<file path="config.mk">
export PLATFORM = sky130hd
export DESIGN_NAME = w16_ctrl
export DESIGN_NICKNAME = d
export VERILOG_FILES = /design/src/hdl/w16_pkg.sv /design/src/hdl/w16_ctrl.sv
export SDC_FILE = /design/constraint.sdc
export NUM_CORES = 1
export LEC_CHECK = 0
export BUFFER_PORTS_ARGS = -buffer_cell sky130_fd_sc_hd__buf_2
export CORE_AREA = 2 2 39 41
export DETAILED_ROUTE_END_ITERATION = 8
export DIE_AREA = 0 0 41 43
export MAX_ROUTING_LAYER = met4
export PLACE_DENSITY_LB_ADDON = 0.08
export SLEW_MARGIN = 20
export SYNTH_ARGS = -nofsm -noshare
export SYNTH_HDL_FRONTEND = slang
export SYNTH_SLANG_ARGS = --single-unit
</file>
<file path="constraint.sdc">
create_clock -name clk -period 1.9 [get_ports clk]
set_input_delay 0.38 -clock clk [delete_from_list [all_inputs] [get_ports clk]]
set_output_delay 0.38 -clock clk [all_outputs]
set_load 0.03 [all_outputs]
</file>
<file path="src/hdl/w16_pkg.sv">
// ----------------------------------------------------------------------------
// w16_pkg
// Shared types and codes for the stepped 16-bit processor.
// ----------------------------------------------------------------------------
`default_nettype none
package w16_pkg;

  typedef enum logic [1:0] {
    ACT_STEP  = 2'd0,
    ACT_MEM   = 2'd1,
    ACT_REG   = 2'd2,
    ACT_REPLY = 2'd3
  } action_t;

  typedef enum logic [2:0] {
    ST_OK       = 3'd0,
    ST_SERVICE  = 3'd1,
    ST_HALTED   = 3'd2,
    ST_DIV_ZERO = 3'd3,
    ST_UNKNOWN  = 3'd4,
    ST_REFUSED  = 3'd5
  } status_t;

  typedef enum logic [1:0] {
    MODE_RUN  = 2'd0,
    MODE_WAIT = 2'd1,
    MODE_HALT = 2'd2
  } mode_t;

  typedef enum logic [4:0] {
    OP_MOV, OP_ADD, OP_LOAD, OP_STORE, OP_SUB, OP_AND, OP_OR, OP_XOR,
    OP_ASR, OP_LSR, OP_LSL, OP_MUL, OP_DIV_S, OP_DIV_U, OP_REM_S, OP_REM_U,
    OP_LT_S, OP_LT_U, OP_GT_S, OP_GT_U, OP_GE_S, OP_GE_U, OP_LE_S, OP_LE_U,
    OP_EQ, OP_NE, OP_NOT, OP_NEG, OP_JAL, OP_FRAME, OP_LOAD_FB, OP_STORE_FB
  } alu_op_t;

  typedef enum logic [2:0] {
    S_CLEAR, S_IDLE, S_START, S_FETCH, S_DECODE, S_MEMRD, S_DIV, S_FINISH
  } state_t;

  localparam logic [12:0] SVC_HALT   = 13'd0;
  localparam logic [12:0] SVC_PUTC   = 13'd1;
  localparam logic [12:0] SVC_DEBUG  = 13'd3;
  localparam logic [12:0] SVC_LAST   = 13'd8;
  localparam logic [3:0]  IMM_NOT_R0 = 4'hf;
  localparam logic [3:0]  REG_PC     = 4'd15;
  localparam logic [3:0]  REG_FB     = 4'd14;
  localparam logic [3:0]  REG_ARG1   = 4'd1;
  localparam logic [3:0]  REG_ARG2   = 4'd2;
  localparam logic [3:0]  REG_LIT    = 4'd0;

  typedef struct packed {
    logic clear;
    logic accept;
    logic start;
    logic fetch;
    logic decode;
    logic memrd;
    logic div_wait;
    logic finish;
  } cmd_t;

  typedef struct packed {
    logic clear_last;
    logic start_fetch;
    logic dec_memrd;
    logic dec_div;
    logic div_done;
    logic out_busy;
  } sts_t;

endpackage
`default_nettype wire

</file>
<file path="src/hdl/w16_ctrl.sv">
// ----------------------------------------------------------------------------
// w16_ctrl
// Sequencer: memory clear; per word start, step fetch/decode/wait, finish.
// ----------------------------------------------------------------------------
`default_nettype none
module w16_ctrl (
  input  wire logic          clk,
  input  wire logic          rst,
  input  wire logic          in_valid,
  output logic               in_stall,
  input  wire w16_pkg::sts_t sts,
  output w16_pkg::cmd_t      cmd
);
  import w16_pkg::*;

  state_t state, state_next;

  always_ff @(posedge clk) begin
    if (rst) begin
      state <= S_CLEAR;
    end else begin
      state <= state_next;
    end
  end

  always_comb begin
    state_next = state;
    cmd        = '0;
    in_stall   = !(state == S_IDLE && !sts.out_busy);
    case (state)
      S_CLEAR: begin
        cmd.clear = 1'b1;
        if (sts.clear_last) state_next = S_IDLE;
      end
      S_IDLE: begin
        if (in_valid && !in_stall) begin
          cmd.accept = 1'b1;
          state_next = S_START;
        end
      end
      S_START: begin
        cmd.start  = 1'b1;
        state_next = sts.start_fetch ? S_FETCH : S_FINISH;
      end
      S_FETCH: begin
        cmd.fetch  = 1'b1;
        state_next = S_DECODE;
      end
      S_DECODE: begin
        cmd.decode = 1'b1;
        if (sts.dec_memrd)    state_next = S_MEMRD;
        else if (sts.dec_div) state_next = S_DIV;
        else                  state_next = S_FINISH;
      end
      S_MEMRD: begin
        cmd.memrd  = 1'b1;
        state_next = S_FINISH;
      end
      S_DIV: begin
        cmd.div_wait = 1'b1;
        if (sts.div_done) state_next = S_FINISH;
      end
      S_FINISH: begin
        cmd.finish = 1'b1;
        state_next = S_IDLE;
      end
      default: state_next = S_CLEAR;
    endcase
  end

  a_accept_starts: assert property (@(posedge clk) disable iff (rst)
    cmd.accept |=> state == S_START) else $error("accept did not start");
  a_div_done_in_div: assert property (@(posedge clk) disable iff (rst)
    sts.div_done |-> state == S_DIV) else $error("divider done outside wait");
  a_finish_free: assert property (@(posedge clk) disable iff (rst)
    cmd.finish |-> !sts.out_busy) else $error("result register still busy");
endmodule
`default_nettype wire

</file>
==> results of run 1 <==
worst max path at each step:
stage	startpoint	end	slack [ns]	cells past startpoint
global placement	state[0]$_SDFFE_PP0P_	in_stall	0.45	3
floorplan	state[2]$_SDFFE_PP0P_	cmd[6]	0.23	3
CTS	state[0]$_SDFFE_PP0P_	in_stall	0.17	3
global route	state[0]$_SDFFE_PP0P_	in_stall	0.1	3
finish	state[0]$_SDFFE_PP0P_	in_stall	0.19	3
detailed placement	state[0]$_SDFFE_PP0P_	in_stall	0.43	3
power by group through the flow:
stage	Combinational, mW	Sequential (mW)	Clock (mW)
final	0.113	0.0954	0.111
after CTS	0.115	0.0954	0.118
after global placement	0.116	0.0964	0
after detailed placement	0.114	0.0965	0
after global routing	0.124	0.0987	0.126
after floorplan	0.109	0.0760	0
per-stage QoR:
stage | power [mW] | worst slack (ns)
finish | 0.319 | 0.189
global route | 0.349 | 0.0990
CTS | 0.328 | 0.174
detailed placement | 0.211 | 0.426
global placement | 0.212 | 0.453
floorplan | 0.185 | 0.230
cell type report:
cell class / count / area (um2)
fill: 166 / 1040
multi-input combinational: 26 / 144
timing repair buffer: 17 / 85.1
sequential: 3 / 60.1
clock buffer: 4 / 26.3
tap: 16 / 20.0
inverter: 1 / 3.75
placed cells by master (no fill, tap or decap):
cell	Yosys	routed
sky130_fd_sc_hd__dfxtp_1	3	3
sky130_fd_sc_hd__inv_2	1	1
sky130_fd_sc_hd__buf_2	2	17
sky130_fd_sc_hd__nand2_1	1	1
sky130_fd_sc_hd__or4_1	1	1
sky130_fd_sc_hd__a211oi_1	1	1
sky130_fd_sc_hd__nor4b_1	1	1
sky130_fd_sc_hd__nor2b_1	2	2
sky130_fd_sc_hd__clkbuf_1	0	1
sky130_fd_sc_hd__o31ai_1	1	1
sky130_fd_sc_hd__nor2_1	5	5
sky130_fd_sc_hd__nor3_1	5	5
sky130_fd_sc_hd__o21ai_0	1	1
sky130_fd_sc_hd__or3_1	1	1
sky130_fd_sc_hd__nor4_1	1	1
sky130_fd_sc_hd__nand2b_1	4	4
sky130_fd_sc_hd__clkbuf_4	0	3
sky130_fd_sc_hd__a21oi_1	2	2
per-layer routing:
metal	vias up	GRT usage	share of wire
met5	-	-	0
met4	0	0.100	0.015
met3	2	0.0314	0.071
met2	10	0.116	0.49
met1	122	0.125	0.42
li1	150	-	-
cells by family (layout without fill, tap and decap cells):
logic type | count (synthesis) | count (layout)
buffers and inverters | 4 | 22
AO/OA/AOI/OAI | 5 | 5
AND/OR/NAND/NOR | 21 | 21
flip-flops | 3 | 3
==> flow_summary.html, run 1 <==
<table>
<tr><th>Metric</th><th>Value</th></tr>
<tr><th colspan="2">Place</th></tr>
<tr><td>Placed inst area</td><td>313 um2</td></tr>
<tr><td>Routability cong.</td><td>0.688</td></tr>
<tr><td>Detail Placement HPWL</td><td>501 um</td></tr>
<tr><td>Dpl cells</td><td>63</td></tr>
<tr><td># port buffers</td><td>17</td></tr>
<tr><th colspan="2">Setup path</th></tr>
<tr><td>WP buf/inv</td><td>1</td></tr>
<tr><td>Worst-path cell chain</td><td>nand2b_1, or3_1, buf_2</td></tr>
<tr><td>Worst Path Arrival</td><td>1.33 ns</td></tr>
<tr><td>Peak per-stage delay on the critical path</td><td>0.46 ns</td></tr>
<tr><td>Worst Path Class, Setup</td><td>reg2out</td></tr>
<tr><td>Startpoint of the most critical register-to-register path</td><td>state[0]$_SDFFE_PP0P_</td></tr>
<tr><td>Worst reg2reg path endpoint</td><td>state[0]$_SDFFE_PP0P_</td></tr>
<tr><td>Length in cells of the worst reg-to-reg path</td><td>3</td></tr>
<tr><td>Nature of the critical path endpoint</td><td>output pin</td></tr>
<tr><td>Critical Path Start Type</td><td>register</td></tr>
<tr><td>R2R setup slack</td><td>0.69 ns</td></tr>
<tr><td>Highest-delay cell along the critical path</td><td>sky130_fd_sc_hd__dfxtp_1</td></tr>
<tr><td>Data required, critical path</td><td>around 1.5 ns</td></tr>
<tr><td>Largest fanout of any net on the critical path</td><td>9</td></tr>
<tr><td>Cell family with most CP delay</td><td>flip-flops</td></tr>
<tr><th colspan="2">Logic synthesis</th></tr>
<tr><td>Arithmetic-cell share of the synthesized area counting full adders, half adders and majority gates</td><td>0</td></tr>
<tr><td>Synth async-reset ratio</td><td>0</td></tr>
<tr><td>Multiplexer share of the synthesized area</td><td>0</td></tr>
<tr><td>Combinational family with the most area after synthesis</td><td>simple AND/OR/NAND/NOR gates</td></tr>
<tr><td>Commonest cells post-synth</td><td>sky130_fd_sc_hd__nor2_1, sky130_fd_sc_hd__nor3_1, sky130_fd_sc_hd__nand2b_1</td></tr>
<tr><td>Number of enable-type register cells in the synthesized netlist</td><td>0</td></tr>
<tr><td>Compound-Gate Fraction of Synth Area</td><td>0.131</td></tr>
<tr><td>Number of warnings reported in the yosys synthesis log</td><td>0</td></tr>
<tr><td>Cell area after technology mapping</td><td>between 200 and 250 um2</td></tr>
<tr><td>Cell variety after synth</td><td>17</td></tr>
<tr><td>Cell type contributing the most total cell area after synthesis</td><td>sky130_fd_sc_hd__dfxtp_1</td></tr>
<tr><td>Main area contributors after synthesis</td><td>sky130_fd_sc_hd__dfxtp_1, sky130_fd_sc_hd__nand2b_1, sky130_fd_sc_hd__nor3_1</td></tr>
<tr><td>Post-synthesis sequential area ratio</td><td>0.262</td></tr>
<tr><td>Average cell area after synthesis</td><td>6.94 um2</td></tr>
<tr><td>Number of nets produced by synthesis</td><td>42</td></tr>
<tr><td>Synth Register Bits</td><td>3</td></tr>
<tr><td>Synthesized-area fraction occupied by and/or/nand/nor cells</td><td>0.497</td></tr>
<tr><td>Post-synth top flop</td><td>sky130_fd_sc_hd__dfxtp_1</td></tr>
<tr><td>Xor-xnor portion of the synthesized cell area</td><td>0</td></tr>
<tr><td>Synthesized netlist cell count</td><td>33</td></tr>
<tr><td>Synth top area share</td><td>0.262</td></tr>
<tr><th colspan="2">Detailed routing</th></tr>
<tr><td>Post-detailed-routing wire length</td><td>665 um</td></tr>
<tr><td>Average via count per standard cell</td><td>~4.2</td></tr>
<tr><td>Number of remaining DRC errors</td><td>0</td></tr>
<tr><td>DR WL/cell</td><td>9.93 um</td></tr>
<tr><td>Number of antenna-violating nets in the routed design</td><td>0</td></tr>
<tr><td>Iteration-0 DRC count of the detailed router</td><td>2</td></tr>
<tr><td>Routed vias</td><td>284</td></tr>
<tr><td>Initial DRT Pass Iterations</td><td>2</td></tr>
<tr><th colspan="2">Timing</th></tr>
<tr><td>Max Clk Rate</td><td>~580 MHz</td></tr>
<tr><td>Setup TNS</td><td>0 ns</td></tr>
<tr><td>Clk_skew</td><td>0.00218 ns</td></tr>
<tr><td>Worst Hold Slack</td><td>approximately 0.34 ns</td></tr>
<tr><td>Post-route minimum period</td><td>about 1.7 ns</td></tr>
<tr><td>Final Max Tran Viols</td><td>0</td></tr>
<tr><td>Unrepaired setup endpoints after global routing</td><td>no</td></tr>
<tr><td>Final period util</td><td>0.901</td></tr>
<tr><td>Max-slew headroom at the worst pin</td><td>0.777</td></tr>
<tr><td>Final-report setup violation count</td><td>0</td></tr>
<tr><td>Endpoints failing hold</td><td>0</td></tr>
<tr><td>Slew at the pin closest to its max-slew limit</td><td>0.334 ns</td></tr>
<tr><th colspan="2">Floorplanning</th></tr>
<tr><td>Initial cell density of the core</td><td>0.165</td></tr>
<tr><td>CORE AREA</td><td>around 1400 um2</td></tr>
<tr><td>Width of the chip</td><td>41 um</td></tr>
<tr><td>Die height</td><td>43 um</td></tr>
<tr><td>Ports</td><td>18</td></tr>
<tr><td>DIE AREA</td><td>1760 um2</td></tr>
<tr><td>Core Rows</td><td>14</td></tr>
<tr><th colspan="2">Pwr</th></tr>
<tr><td>Combinational fraction of design power</td><td>0.354</td></tr>
<tr><td>Peak VDD IR</td><td>231 uV</td></tr>
<tr><td>Cell leakage power</td><td>0.160 nW</td></tr>
<tr><td>Cell-internal power</td><td>193 uW</td></tr>
<tr><td>Net Sw Power</td><td>126 uW</td></tr>
<tr><td>Net switching share of the total power</td><td>0.394</td></tr>
<tr><td>Power density over the cells</td><td>about 940 nW/um2</td></tr>
<tr><td>Sequential Power Share</td><td>0.299</td></tr>
<tr><td>Power share of the clock group</td><td>0.348</td></tr>
<tr><th colspan="2">Clock tree</th></tr>
<tr><td>Post_cts resized</td><td>0</td></tr>
<tr><td>Number of buffers added for setup after CTS</td><td>0</td></tr>
<tr><td>Deepest level of the CTS H-tree</td><td>1</td></tr>
<tr><td>Number of clock sinks seen by CTS</td><td>3</td></tr>
<tr><td>Number of hold buffers added after CTS</td><td>0</td></tr>
<tr><td>CTS tree</td><td>yes</td></tr>
<tr><td>Num CTS Buffers</td><td>3</td></tr>
<tr><td>Clock slew seen by the registers of the worst setup and hold paths</td><td>0.04 ns</td></tr>
<tr><td>Clock Root Buffer</td><td>sky130_fd_sc_hd__clkbuf_4</td></tr>
<tr><td>Clock Tree Buf Depth</td><td>2</td></tr>
<tr><td>Clock insertion delay at the later pin of the skew report</td><td>0.23 ns</td></tr>
<tr><th colspan="2">Layout</th></tr>
<tr><td>Register with the highest flop count</td><td>state</td></tr>
<tr><td>Nets</td><td>61</td></tr>
<tr><td>Largest register FFs</td><td>3</td></tr>
<tr><td>Number of antenna repair diodes</td><td>0</td></tr>
<tr><td>Final Cell Area</td><td>~340 um2</td></tr>
<tr><td>Largest registers</td><td>state (3)</td></tr>
<tr><td>Number of non-filler instances in the completed layout</td><td>67</td></tr>
<tr><td>Fraction of final layout cells with drive strength greater than 1</td><td>0.412</td></tr>
<tr><td>Relative area change from synthesis to final layout</td><td>48.1%</td></tr>
<tr><td>Fraction of the core area covered by cells at the end of the flow</td><td>0.245</td></tr>
<tr><th colspan="2">Global routing</th></tr>
<tr><td>Global route total overflow</td><td>0</td></tr>
<tr><td>Vias in the first global route</td><td>251</td></tr>
<tr><td>Number of antenna violations at the first check in global routing</td><td>0</td></tr>
<tr><td>Total Routing Usage GR</td><td>0.0996</td></tr>
<tr><td>Wire length of the first global-routing pass</td><td>1.10 mm</td></tr>
<tr><td>Maximum number of pins on one net before global-route repair</td><td>11</td></tr>
<tr><th colspan="2">Hold path</th></tr>
<tr><td>Class of the worst hold path</td><td>in2reg</td></tr>
<tr><td>Hold Path Origin</td><td>rst</td></tr>
<tr><td>Cell depth of the worst min-delay path</td><td>2</td></tr>
<tr><td>End point of the worst hold path</td><td>state[1]$_SDFFE_PP0P_</td></tr>
<tr><th colspan="2">Flow run</th></tr>
<tr><td>Maxcap violations</td><td>0</td></tr>
<tr><th colspan="2">Run status</th></tr>
<tr><td>Outcome</td><td>completed</td></tr>
</table>
No activity file was read; power rests on OpenSTA's default activity.
==> inputs of run 2 (changes only) <==
PLACE_DENSITY = 0.5   (was not set)
PLACE_DENSITY_LB_ADDON = not set   (was 0.08)
==> flow_summary.html, run 2 (synthesis results as in run 1) <==
<table>
<tr><th>Metric</th><th>Value</th></tr>
<tr><th colspan="2">Clock tree</th></tr>
<tr><td>CTS tree</td><td>yes</td></tr>
<tr><td>Number of clock sinks seen by CTS</td><td>3</td></tr>
<tr><td>Clock Tree Buf Depth</td><td>2</td></tr>
<tr><td>Num CTS Buffers</td><td>3</td></tr>
<tr><td>Deepest level of the CTS H-tree</td><td>1</td></tr>
<tr><td>Clock insertion delay at the later pin of the skew report</td><td>0.23 ns</td></tr>
<tr><td>Clock slew seen by the registers of the worst setup and hold paths</td><td>0.04 ns</td></tr>
<tr><td>Clock Root Buffer</td><td>sky130_fd_sc_hd__clkbuf_4</td></tr>
<tr><td>Post_cts resized</td><td>0</td></tr>
<tr><td>Number of buffers added for setup after CTS</td><td>0</td></tr>
<tr><td>Number of hold buffers added after CTS</td><td>0</td></tr>
<tr><th colspan="2">Pwr</th></tr>
<tr><td>Peak VDD IR</td><td>about 440 uV</td></tr>
<tr><td>Power density over the cells</td><td>950 nW/um2</td></tr>
<tr><td>Cell leakage power</td><td>0.160 nW</td></tr>
<tr><td>Total power after layout</td><td>322 uW</td></tr>
<tr><th colspan="2">Floorplanning</th></tr>
<tr><td>Width of the chip</td><td>41 um</td></tr>
<tr><td>DIE AREA</td><td>1760 um2</td></tr>
<tr><td>Die height</td><td>43 um</td></tr>
<tr><td>Core Rows</td><td>14</td></tr>
<tr><td>CORE AREA</td><td>1380 um2</td></tr>
<tr><td>Initial cell density of the core</td><td>0.165</td></tr>
<tr><td>Ports</td><td>18</td></tr>
<tr><th colspan="2">Setup path</th></tr>
<tr><td>Worst reg2reg path endpoint</td><td>state[0]$_SDFFE_PP0P_</td></tr>
<tr><td>Worst Path Arrival</td><td>roughly 1.3 ns</td></tr>
<tr><td>Data required, critical path</td><td>approximately 1.5 ns</td></tr>
<tr><td>Worst Path Class, Setup</td><td>reg2out</td></tr>
<tr><td>Startpoint of the most critical register-to-register path</td><td>state[0]$_SDFFE_PP0P_</td></tr>
<tr><td>Critical Path Start Type</td><td>register</td></tr>
<tr><td>Largest fanout of any net on the critical path</td><td>9</td></tr>
<tr><td>Nature of the critical path endpoint</td><td>output pin</td></tr>
<tr><td>R2R setup slack</td><td>0.73 ns</td></tr>
<tr><td>Crit path launch</td><td>state[0]$_SDFFE_PP0P_</td></tr>
<tr><td>Length in cells of the worst reg-to-reg path</td><td>3</td></tr>
<tr><td>End point of the critical path</td><td>in_stall</td></tr>
<tr><th colspan="2">Flow run</th></tr>
<tr><td>Maxcap violations</td><td>0</td></tr>
<tr><th colspan="2">Detailed routing</th></tr>
<tr><td>Iteration-0 DRC count of the detailed router</td><td>3</td></tr>
<tr><td>Average via count per standard cell</td><td>4.28</td></tr>
<tr><td>Initial DRT Pass Iterations</td><td>4</td></tr>
<tr><td>Routed vias</td><td>287</td></tr>
<tr><td>DR WL/cell</td><td>around 9.6 um</td></tr>
<tr><td>Post-detailed-routing wire length</td><td>roughly 640 um</td></tr>
<tr><td>Number of remaining DRC errors</td><td>0</td></tr>
<tr><td>Number of antenna-violating nets in the routed design</td><td>0</td></tr>
<tr><th colspan="2">Timing</th></tr>
<tr><td>Setup TNS</td><td>0 ns</td></tr>
<tr><td>Post-route minimum period</td><td>1.70 ns</td></tr>
<tr><td>Final Max Tran Viols</td><td>0</td></tr>
<tr><td>Max-slew headroom at the worst pin</td><td>0.773</td></tr>
<tr><td>Final WS setup</td><td>0.204 ns</td></tr>
<tr><td>Final period util</td><td>0.893</td></tr>
<tr><td>Endpoints failing hold</td><td>0</td></tr>
<tr><td>Unrepaired setup endpoints after global routing</td><td>no</td></tr>
<tr><td>Clk_skew</td><td>around 0.00035 ns</td></tr>
<tr><td>Final-report setup violation count</td><td>0</td></tr>
<tr><td>Max Clk Rate</td><td>590 MHz</td></tr>
<tr><td>Slew at the pin closest to its max-slew limit</td><td>between 0.3 and 0.4 ns</td></tr>
<tr><th colspan="2">Layout</th></tr>
<tr><td>Nets</td><td>61</td></tr>
<tr><td>Largest register FFs</td><td>3</td></tr>
<tr><td>Most common library cell in the layout ignoring fill and taps</td><td>sky130_fd_sc_hd__buf_2</td></tr>
<tr><td>Register with the highest flop count</td><td>state</td></tr>
<tr><td>Relative area change from synthesis to final layout</td><td>48.1%</td></tr>
<tr><td>Fraction of final layout cells with drive strength greater than 1</td><td>0.412</td></tr>
<tr><td>Number of antenna repair diodes</td><td>0</td></tr>
<tr><td>Highest-count cells in the layout ignoring fill and taps</td><td>sky130_fd_sc_hd__buf_2, sky130_fd_sc_hd__nor3_1, sky130_fd_sc_hd__nor2_1</td></tr>
<tr><td>Fraction of the core area covered by cells at the end of the flow</td><td>0.245</td></tr>
<tr><td>Number of non-filler instances in the completed layout</td><td>67</td></tr>
<tr><td>Largest registers</td><td>state (3)</td></tr>
<tr><th colspan="2">Place</th></tr>
<tr><td>Worst setup slack after placement</td><td>0.453 ns</td></tr>
<tr><td>Dpl cells</td><td>63</td></tr>
<tr><td>Detail Placement HPWL</td><td>490 um</td></tr>
<tr><td>Routability cong.</td><td>0.738</td></tr>
<tr><td># port buffers</td><td>17</td></tr>
<tr><th colspan="2">Global routing</th></tr>
<tr><td>Number of antenna violations at the first check in global routing</td><td>0</td></tr>
<tr><td>Global route total overflow</td><td>0</td></tr>
<tr><td>Maximum number of pins on one net before global-route repair</td><td>11</td></tr>
<tr><td>Vias in the first global route</td><td>257</td></tr>
<tr><td>Wire length of the first global-routing pass</td><td>1.07 mm</td></tr>
<tr><td>Total Routing Usage GR</td><td>0.0945</td></tr>
<tr><th colspan="2">Hold path</th></tr>
<tr><td>Class of the worst hold path</td><td>in2reg</td></tr>
<tr><th colspan="2">Run status</th></tr>
<tr><td>Outcome</td><td>completed</td></tr>
</table>
==> run 2: routing by layer <==
metal	global-route usage	routed length, um	up-vias	share of wire
li1	-	-	153	-
met1	0.112	296	120	0.46
met2	0.122	274	12	0.43
met3	0.0628	63	2	0.098
met4	0.0400	8	0	0.012
met5	-	0	-	0
==> run 2: layout make-up <==
class,instances,area [um2]
clock buffer,4,26.3
fill,165,1040
inverter,1,3.75
multi-input combinational,26,144
sequential,3,60.1
tap,16,20.0
timing repair buffer,17,85.1
==> run 2: worst min path at each step <==
stage,startpoint,to,cells after the start
after floorplan,rst,state[1]$_SDFFE_PP0P_,1
after global placement,state[0]$_SDFFE_PP0P_,state[1]$_SDFFE_PP0P_,1
after detailed placement,state[2]$_SDFFE_PP0P_,state[2]$_SDFFE_PP0P_,2
after CTS,rst,state[1]$_SDFFE_PP0P_,2
after global routing,rst,state[1]$_SDFFE_PP0P_,2
final,rst,state[1]$_SDFFE_PP0P_,2
==> run 2: stage by stage <==
step	instance area (um2)	hold slack, ns
global route	339	0.351
detailed placement	313	0.591
global placement	313	0.577
floorplan	229	0.453
CTS	339	0.339
finish	339	0.344
==> run 2: worst max-delay path: stages, from the launching register on <==
cell,delay [ns]
sky130_fd_sc_hd__dfxtp_1,0.45
sky130_fd_sc_hd__nand2b_1,0.14
sky130_fd_sc_hd__or3_1,0.31
sky130_fd_sc_hd__buf_2,0.18
==> run 2: power by group <==
group | internal (mW) | total, mW | switching (mW) | leakage, nW
Combinational | 0.0415 | 0.114 | 0.0723 | 0.120
Clock | 0.0788 | 0.114 | 0.0348 | 0.0150
Sequential | 0.0731 | 0.0948 | 0.0216 | 0.0249
Total | 0.193 | 0.322 | 0.129 | 0.160
==> inputs of run 3 (changes only) <==
BUFFER_PORTS_ARGS = -buffer_cell sky130_fd_sc_hd__clkbuf_2   (was -buffer_cell sky130_fd_sc_hd__buf_2)
==> flow_summary.html, run 3 (synthesis results as in run 1) <==
<table>
<tr><th>Metric</th><th>Value</th></tr>
<tr><th colspan="2">Setup path</th></tr>
<tr><td>Data required, critical path</td><td>1.52 ns</td></tr>
<tr><td>Critical Path Start Type</td><td>register</td></tr>
<tr><td>Worst Path Class, Setup</td><td>reg2out</td></tr>
<tr><td>Cell family with most CP delay</td><td>flip-flops</td></tr>
<tr><td>Worst-path cell chain</td><td>nand2b_1, or3_1, clkbuf_2</td></tr>
<tr><td>WP buf/inv</td><td>1</td></tr>
<tr><td>Highest-delay cell along the critical path</td><td>sky130_fd_sc_hd__dfxtp_1</td></tr>
<tr><td>Peak per-stage delay on the critical path</td><td>0.45 ns</td></tr>
<tr><td>Largest fanout of any net on the critical path</td><td>9</td></tr>
<tr><td>Nature of the critical path endpoint</td><td>output pin</td></tr>
<tr><td>Worst Path Arrival</td><td>1.33 ns</td></tr>
<tr><td>CP Depth</td><td>3</td></tr>
<tr><td>Length in cells of the worst reg-to-reg path</td><td>3</td></tr>
<tr><th colspan="2">Floorplanning</th></tr>
<tr><td>Width of the chip</td><td>41 um</td></tr>
<tr><td>Core Rows</td><td>14</td></tr>
<tr><td>Die height</td><td>43 um</td></tr>
<tr><td>Ports</td><td>18</td></tr>
<tr><td>CORE AREA</td><td>1380 um2</td></tr>
<tr><td>Initial cell density of the core</td><td>0.165</td></tr>
<tr><td>DIE AREA</td><td>1760 um2</td></tr>
<tr><th colspan="2">Clock tree</th></tr>
<tr><td>Number of clock sinks seen by CTS</td><td>3</td></tr>
<tr><td>Deepest level of the CTS H-tree</td><td>1</td></tr>
<tr><td>Number of buffers added for setup after CTS</td><td>0</td></tr>
<tr><td>Num CTS Buffers</td><td>3</td></tr>
<tr><td>Number of hold buffers added after CTS</td><td>0</td></tr>
<tr><td>Clock Tree Buf Depth</td><td>2</td></tr>
<tr><td>Clock insertion delay at the later pin of the skew report</td><td>0.23 ns</td></tr>
<tr><td>Post_cts resized</td><td>0</td></tr>
<tr><td>Clock slew seen by the registers of the worst setup and hold paths</td><td>0.04 ns</td></tr>
<tr><td>Clock Root Buffer</td><td>sky130_fd_sc_hd__clkbuf_4</td></tr>
<tr><td>CTS tree</td><td>yes</td></tr>
<tr><th colspan="2">Layout</th></tr>
<tr><td>Most common library cell in the layout ignoring fill and taps</td><td>sky130_fd_sc_hd__clkbuf_2</td></tr>
<tr><td>Relative area change from synthesis to final layout</td><td>48.1%</td></tr>
<tr><td>Highest-count cells in the layout ignoring fill and taps</td><td>sky130_fd_sc_hd__clkbuf_2, sky130_fd_sc_hd__nor3_1, sky130_fd_sc_hd__nor2_1</td></tr>
<tr><td>Fillcell total</td><td>157</td></tr>
<tr><td>Fraction of the core area covered by cells at the end of the flow</td><td>0.245</td></tr>
<tr><td>Register with the highest flop count</td><td>state</td></tr>
<tr><td>Largest register FFs</td><td>3</td></tr>
<tr><td>Number of antenna repair diodes</td><td>0</td></tr>
<tr><td>Nets</td><td>roughly 60</td></tr>
<tr><td>Fraction of final layout cells with drive strength greater than 1</td><td>0.412</td></tr>
<tr><td>Final Cell Area</td><td>between 300 and 400 um2</td></tr>
<tr><td>Largest registers</td><td>state (3)</td></tr>
<tr><th colspan="2">Hold path</th></tr>
<tr><td>Cell depth of the worst min-delay path</td><td>2</td></tr>
<tr><td>Class of the worst hold path</td><td>in2reg</td></tr>
<tr><th colspan="2">Place</th></tr>
<tr><td>Worst setup slack after placement</td><td>~0.43 ns</td></tr>
<tr><td># port buffers</td><td>17</td></tr>
<tr><td>Placed inst area</td><td>313 um2</td></tr>
<tr><td>Routability cong.</td><td>0.714</td></tr>
<tr><td>Detail Placement HPWL</td><td>501 um</td></tr>
<tr><th colspan="2">Flow run</th></tr>
<tr><td>Maxcap violations</td><td>0</td></tr>
<tr><th colspan="2">Detailed routing</th></tr>
<tr><td>Number of antenna-violating nets in the routed design</td><td>0</td></tr>
<tr><td>Post-detailed-routing wire length</td><td>651 um</td></tr>
<tr><td>Number of remaining DRC errors</td><td>0</td></tr>
<tr><td>Routed vias</td><td>294</td></tr>
<tr><td>DR WL/cell</td><td>9.72 um</td></tr>
<tr><td>Initial DRT Pass Iterations</td><td>2</td></tr>
<tr><td>Average via count per standard cell</td><td>4.39</td></tr>
<tr><td>Iteration-0 DRC count of the detailed router</td><td>4</td></tr>
<tr><th colspan="2">Timing</th></tr>
<tr><td>Final WS setup</td><td>0.188 ns</td></tr>
<tr><td>Slew at the pin closest to its max-slew limit</td><td>0.350 ns</td></tr>
<tr><td>Clk_skew</td><td>0.00203 ns</td></tr>
<tr><td>Endpoints failing hold</td><td>0</td></tr>
<tr><td>Final period util</td><td>0.901</td></tr>
<tr><td>Final-report setup violation count</td><td>0</td></tr>
<tr><td>Max-slew headroom at the worst pin</td><td>0.766</td></tr>
<tr><td>Post-route minimum period</td><td>1.71 ns</td></tr>
<tr><td>Setup TNS</td><td>0 ns</td></tr>
<tr><td>Max Clk Rate</td><td>584 MHz</td></tr>
<tr><td>Final Max Tran Viols</td><td>0</td></tr>
<tr><td>Unrepaired setup endpoints after global routing</td><td>no</td></tr>
<tr><th colspan="2">Global routing</th></tr>
<tr><td>Wire length of the first global-routing pass</td><td>1.02 mm</td></tr>
<tr><td>Vias in the first global route</td><td>256</td></tr>
<tr><td>Global route total overflow</td><td>0</td></tr>
<tr><td>Total Routing Usage GR</td><td>0.0926</td></tr>
<tr><td>Number of antenna violations at the first check in global routing</td><td>0</td></tr>
<tr><td>Maximum number of pins on one net before global-route repair</td><td>11</td></tr>
<tr><th colspan="2">Run status</th></tr>
<tr><td>Outcome</td><td>completed</td></tr>
<tr><th colspan="2">Pwr</th></tr>
<tr><td>Combinational fraction of design power</td><td>0.354</td></tr>
<tr><td>Peak VDD IR</td><td>487 uV</td></tr>
<tr><td>Cell-internal power</td><td>193 uW</td></tr>
<tr><td>Power share of the clock group</td><td>0.351</td></tr>
<tr><td>Power density over the cells</td><td>953 nW/um2</td></tr>
<tr><td>Sequential Power Share</td><td>0.295</td></tr>
<tr><td>Net Sw Power</td><td>130 uW</td></tr>
<tr><td>Total power after layout</td><td>323 uW</td></tr>
<tr><td>Cell leakage power</td><td>0.157 nW</td></tr>
<tr><td>Net switching share of the total power</td><td>0.402</td></tr>
</table>
[run 3: cell type report]
| cell class | count | area [um2] | area share |
|---|---|---|---|
| clock buffer | 4 | 26.3 | 0.0775 |
| inverter | 1 | 3.75 | 0.0111 |
| multi-input combinational | 26 | 144 | 0.424 |
| sequential | 3 | 60.1 | 0.177 |
| tap | 16 | 20.0 | 0.0590 |
| timing repair buffer | 17 | 85.1 | 0.251 |
[run 3: path summary, 6_finish.rpt]
check	to	from	slack, ns
worst min register to register	state[1]$_SDFFE_PP0P_	state[0]$_SDFFE_PP0P_	0.62
worst max-delay path	in_stall	state[0]$_SDFFE_PP0P_	0.19
worst max register to register	state[0]$_SDFFE_PP0P_	state[0]$_SDFFE_PP0P_	0.72
worst min-delay path	state[1]$_SDFFE_PP0P_	rst	0.36
[run 3: power by group through the flow]
stage	logic (mW)	registers (mW)	clock network (mW)
finish	0.114	0.0952	0.113
global route	0.123	0.0969	0.132
CTS	0.116	0.0940	0.117
detailed placement	0.115	0.0951	0
global placement	0.115	0.0950	0
floorplan	0.109	0.0760	0
[run 3: routing by layer]
| metal | vias up | share of wire | track usage | routed length, um |
|---|---|---|---|---|
| met5 | - | 0 | - | 0 |
| li1 | 153 | - | - | - |
| met3 | 2 | 0.11 | 0.0838 | 70 |
| met1 | 127 | 0.47 | 0.0997 | 305 |
| met4 | 0 | 0.0092 | 0.0400 | 6 |
| met2 | 12 | 0.41 | 0.116 | 268 |
[run 3: stage by stage]
step,std cells,hold WS (ns)
floorplan,33,0.453
global placement,63,0.579
detailed placement,63,0.594
CTS,67,0.358
global route,67,0.345
finish,67,0.365
